**config.mk**
```make
export PLATFORM = sky130hd
export DESIGN_NAME = mvsm_front
export DESIGN_NICKNAME = d
export VERILOG_FILES = /design/src/rtl/mvsm_pkg.sv /design/src/rtl/mvsm_front.sv
export SDC_FILE = /design/constraint.sdc
export NUM_CORES = 1
export LEC_CHECK = 0
export ABC_AREA = 1
export BUFFER_PORTS_ARGS = -buffer_cell sky130_fd_sc_hd__buf_2
export CAP_MARGIN = 20
export CORE_MARGIN = 1
export CORE_UTILIZATION = 30
export CTS_BUF_LIST = sky130_fd_sc_hd__clkbuf_8
export CTS_CLUSTER_SIZE = 12
export DETAILED_ROUTE_END_ITERATION = 8
export PLACE_DENSITY = 0.47
export SYNTH_ARGS = -nofsm -noshare
export SYNTH_HDL_FRONTEND = slang
export SYNTH_SLANG_ARGS = --single-unit
```
**constraint.sdc**
```tcl
create_clock -name clk -period 7.7 [get_ports clk]
set_input_delay 0.77 -clock clk [delete_from_list [all_inputs] [get_ports clk]]
set_output_delay 0.77 -clock clk [all_outputs]
set_load 0.01 [all_outputs]
```
**src/rtl/mvsm_pkg.sv**
```systemverilog
`timescale 1ns / 1ps
package mvsm_pkg;
    localparam int VOICES_DEF = 32;
    localparam int SAMPLE_WORDS_DEF = 65536;
    localparam int OUTPUT_RATE_RESET = 44100;
    localparam int PITCH_MIN = 410;
    localparam int PITCH_MAX = 40960;
    localparam int HALF_Q15 = 16384;
    localparam int MAX_LENGTH = 65536;

    localparam logic [2:0] REQ_LOAD = 3'd0;
    localparam logic [2:0] REQ_PLAY = 3'd1;
    localparam logic [2:0] REQ_STOP = 3'd2;
    localparam logic [2:0] REQ_STOP_BASE = 3'd3;
    localparam logic [2:0] REQ_TICK = 3'd4;

    typedef struct packed {
        logic [2:0]         req_type;
        logic [15:0]        mem_addr;
        logic signed [15:0] mem_data;
        logic [16:0]        sample_length;
        logic [17:0]        native_rate;
        logic [15:0]        voice_gain;
        logic [15:0]        voice_pitch;
        logic signed [15:0] voice_pan;
        logic [4:0]         voice_select;
    } req_t;

    typedef struct packed {
        logic [4:0]         voice_index;
        logic               voice_found;
        logic [5:0]         active_count;
        logic signed [15:0] left_out;
        logic signed [15:0] right_out;
    } rsp_t;

    function automatic logic signed [15:0] sat16(input logic signed [47:0] v);
        logic signed [15:0] r;
        if (v < -48'sd32768)
        begin
            r = -16'sd32768;
        end
        else if (v > 48'sd32767)
        begin
            r = 16'sd32767;
        end
        else
        begin
            r = v[15:0];
        end
        return r;
    endfunction
endpackage

```
**src/rtl/mvsm_front.sv**
```systemverilog
`timescale 1ns / 1ps
// Two-entry request queue between port and engine
module mvsm_front (
    input  logic            clk,
    input  logic            rst_n,
    input  logic            in_valid,
    output logic            in_ready,
    input  mvsm_pkg::req_t  in_data,
    output logic            q_valid,
    input  logic            q_ready,
    output mvsm_pkg::req_t  q_data
);
    import mvsm_pkg::*;

    req_t       mem_reg [2];
    logic       wp_reg;
    logic       rp_reg;
    logic [1:0] cnt_reg;
    logic       push;
    logic       pop;

    assign in_ready = (cnt_reg != 2'd2);
    assign q_valid  = (cnt_reg != 2'd0);
    assign q_data   = mem_reg[rp_reg];
    assign push     = in_valid && in_ready;
    assign pop      = q_valid && q_ready;

    // Store incoming item
    always_ff @(posedge clk)
    begin
        if (push)
        begin
            mem_reg[wp_reg] <= in_data;
        end
    end

    // Advance pointers and count
    always_ff @(posedge clk or negedge rst_n)
    begin
        if (!rst_n)
        begin
            wp_reg  <= 1'b0;
            rp_reg  <= 1'b0;
            cnt_reg <= 2'd0;
        end
        else
        begin
            if (push)
            begin
                wp_reg <= ~wp_reg;
            end
            if (pop)
            begin
                rp_reg <= ~rp_reg;
            end
            cnt_reg <= cnt_reg + {1'b0, push} - {1'b0, pop};
        end
    end
endmodule

```
==> results.yml <==
pwr:
  power.total_uw: 4360
  p_per_area_nw_per_um2: 378
  power_leakage_uw: 0.00500
  combPwrFrac_pct: 30.8
  ir_drop_mv: 0.279
  p_sw_share_pct: 35.2
  p_sw_uw: 1540
  internal_power_uw: 2830
  clock_power_share_pct: 24.0
  p_seq_share_pct: 45.1
die:
  die-area_um2: 31300
  dieWidth_um: 177
  rows: 63
  coreArea_um2: 29900
  ios: 252
  initial_core_util_pct: 30.8
  fp.dieH_um: 177
yosys:
  netlist_instances: 674
  synth.distinct_cells: 11
  synth_seq_area_share_pct: 81.5
  ys.warnings.count: 0
  synth_area_um2: 9190
  synth_nets: 803
  avgSynthCellArea_um2: 13.6
  ys_ff_latch: 250
critical_path:
  crit_buf_inv: 2
  endpoint_kind: "primary output"
  r2r-start: "cnt_reg[1]"
  reg2reg_to: "mem_reg[0][91]"
  reg2reg_slack_ns: 5.03
  critPathTopFamily: "buffers and inverters"
  worstPathRequired_ns: 6.93
  arrival_ns: 2.61
  cp_common_cell: "nand2_1"
  slowest_delay_ns: 0.88
  crit_chain: "buf_4 > nand2_1 > nand2_1 > buf_2"
  path_class: "flop to primary output"
  crit_path_start_kind: "flop"
  cp_max_fo: 69
  slowest_stage: "dfrtp_4"
  reg2reg_depth: 4
drt:
  first_pass_iters: 4
  wl_per_cell_um: 14.9
  viasPerCell: 4.18
  wl_mm: 20.5
  detail_route.iter0.violations: 296
  drcViolationCount: 0
  antenna_left: 0
  vias: 5726
sta:
  fin_skew_ns: 0.0115
  min_period_ns: 3.38
  rsz0062_at_grt: "no"
  final.setup.tns_ns: 0
  fin_crit_sh_pct: 43.9
  maxSlewHeadroom_pct: 30.4
  fmax_mhz: 296
  setup_violations: 0
  final_hold_viol_count: 0
  slew_viol_final: 0
  tightest_slew_ns: 1.04
clocking:
  cts_root_buffer: "clkbuf_8"
  postCtsHoldBufs: 0
  post_cts_resized: 0
  clkTransAtPathRegs_ns: 0.05
  clock_sinks: 250
  cts_tree: "built"
  cts_buffer_depth: 3
  insertion_delay_ns: 0.53
  h-tree-depth: 2
  postCtsSetupRepairBufs: 0
  cts_buffers: 44
status:
  status: "complete, no violations"
place:
  placed_area_um2: 10800
  dp_hpwl_mm: 12.0
  port-buffer-count: 251
  routabilityCongestion: 0.698
final_layout:
  area_delta_synth_final_pct: 25.7
  nets: 1076
  largest_register_ffs: 246
  drive_gt1_share_pct: 32.0
  fin_area_um2: 11600
global_routing:
  grt_pass1_vias: 5448
  grt-ovfl-total: 0
  grtUsageTotal_pct: 12.8
  grt_pass1_wl_mm: 30.4
  grt_max_degree: 125
  antenna_found_initial: 5
hold_path:
  hold_path_class: "primary input to async pin"
run:
  drv_cap: 0
-- cells in the final DEF (no fill, tap or decap), drive strengths merged --
cell / Yosys / layout
nand2: 382 / 382
buf: 27 / 254
edfxtp: 246 / 246
clkbuf: 0 / 45
inv: 9 / 23
clkinv: 0 / 19
dfrtp: 4 / 4
nand3: 3 / 3
diode: 0 / 2
ha: 2 / 2
nor2: 1 / 1
-- stage by stage --
step | instances | hold slack, ns | setup slack, ns | utilization [%]
final | 1371 | 0.0558 | 4.32 | 38.7
after global routing | 1370 | 0.0270 | 4.09 | 38.7
after CTS | 1369 | 0.0101 | 4.18 | 38.7
after detailed placement | 1291 | 0.463 | 4.68 | 36.1
after global placement | 1291 | 0.475 | 4.67 | 36.1
after floorplan | 674 | 0.442 | 1.12 | -
-- logic make-up (layout without fill, tap and decap cells) --
logic type / Yosys count / after routing / share of synthesized area [%]
AND/OR/NAND/NOR: 386 / 386 / 15.8
adder cells (fa/ha/maj): 2 / 2 / 0.272
other: 0 / 2 / 0
flip-flops: 250 / 250 / 81.5
buffers and inverters: 36 / 341 / 2.46
-- how the worst max path moves through the flow --
stage	startpoint	depth (start not counted)	end
6_report	rp_reg	4	q_data[37]
5_1_grt	rp_reg	4	q_data[0]
4_1_cts	rp_reg	4	q_data[5]
3_5_place_dp	in_valid	4	mem_reg[0][84]
3_3_place_gp	in_valid	4	mem_reg[0][85]
2_1_floorplan	in_valid	2	mem_reg[1][0]
-- cells in the mapped netlist --
cell type / number / area [µm²]
nand2_1: 382 / 1430
edfxtp_1: 246 / 7390
buf_2: 17 / 85.1
buf_6: 8 / 90.1
inv_1: 8 / 30.0
dfrtp_1: 4 / 100
nand3_1: 3 / 15.0
buf_4: 2 / 15.0
ha_1: 2 / 25.0
inv_4: 1 / 6.26
nor2_1: 1 / 3.75
-- power groups by stage --
stage / clock (µW) / combinational, µW / sequential, µW
2_1_floorplan: 0 / 850 / 1980
3_3_place_gp: 0 / 1390 / 2000
3_5_place_dp: 0 / 1390 / 2000
4_1_cts: 1100 / 1400 / 1970
5_1_grt: 1150 / 1520 / 2000
6_report: 1050 / 1350 / 1970
-- cell type report --
cell class,instances,area (µm²)
fillers,2867,18300
clock buffers,45,619
repair buffers,254,1290
multi-input cells,388,1490
flip-flops and latches,250,7490
clock inverters,33,136
inverters,9,41.3
well taps,390,488
diodes,2,5.00
-- routing by layer --
layer  GRT usage [%]  share of wire (%)
met1            16.5                 43
met4            4.42                2.0
met2            19.1                 44
met3            5.52                 11
met5               0               0.20
(Power assumes the default switching activity.)
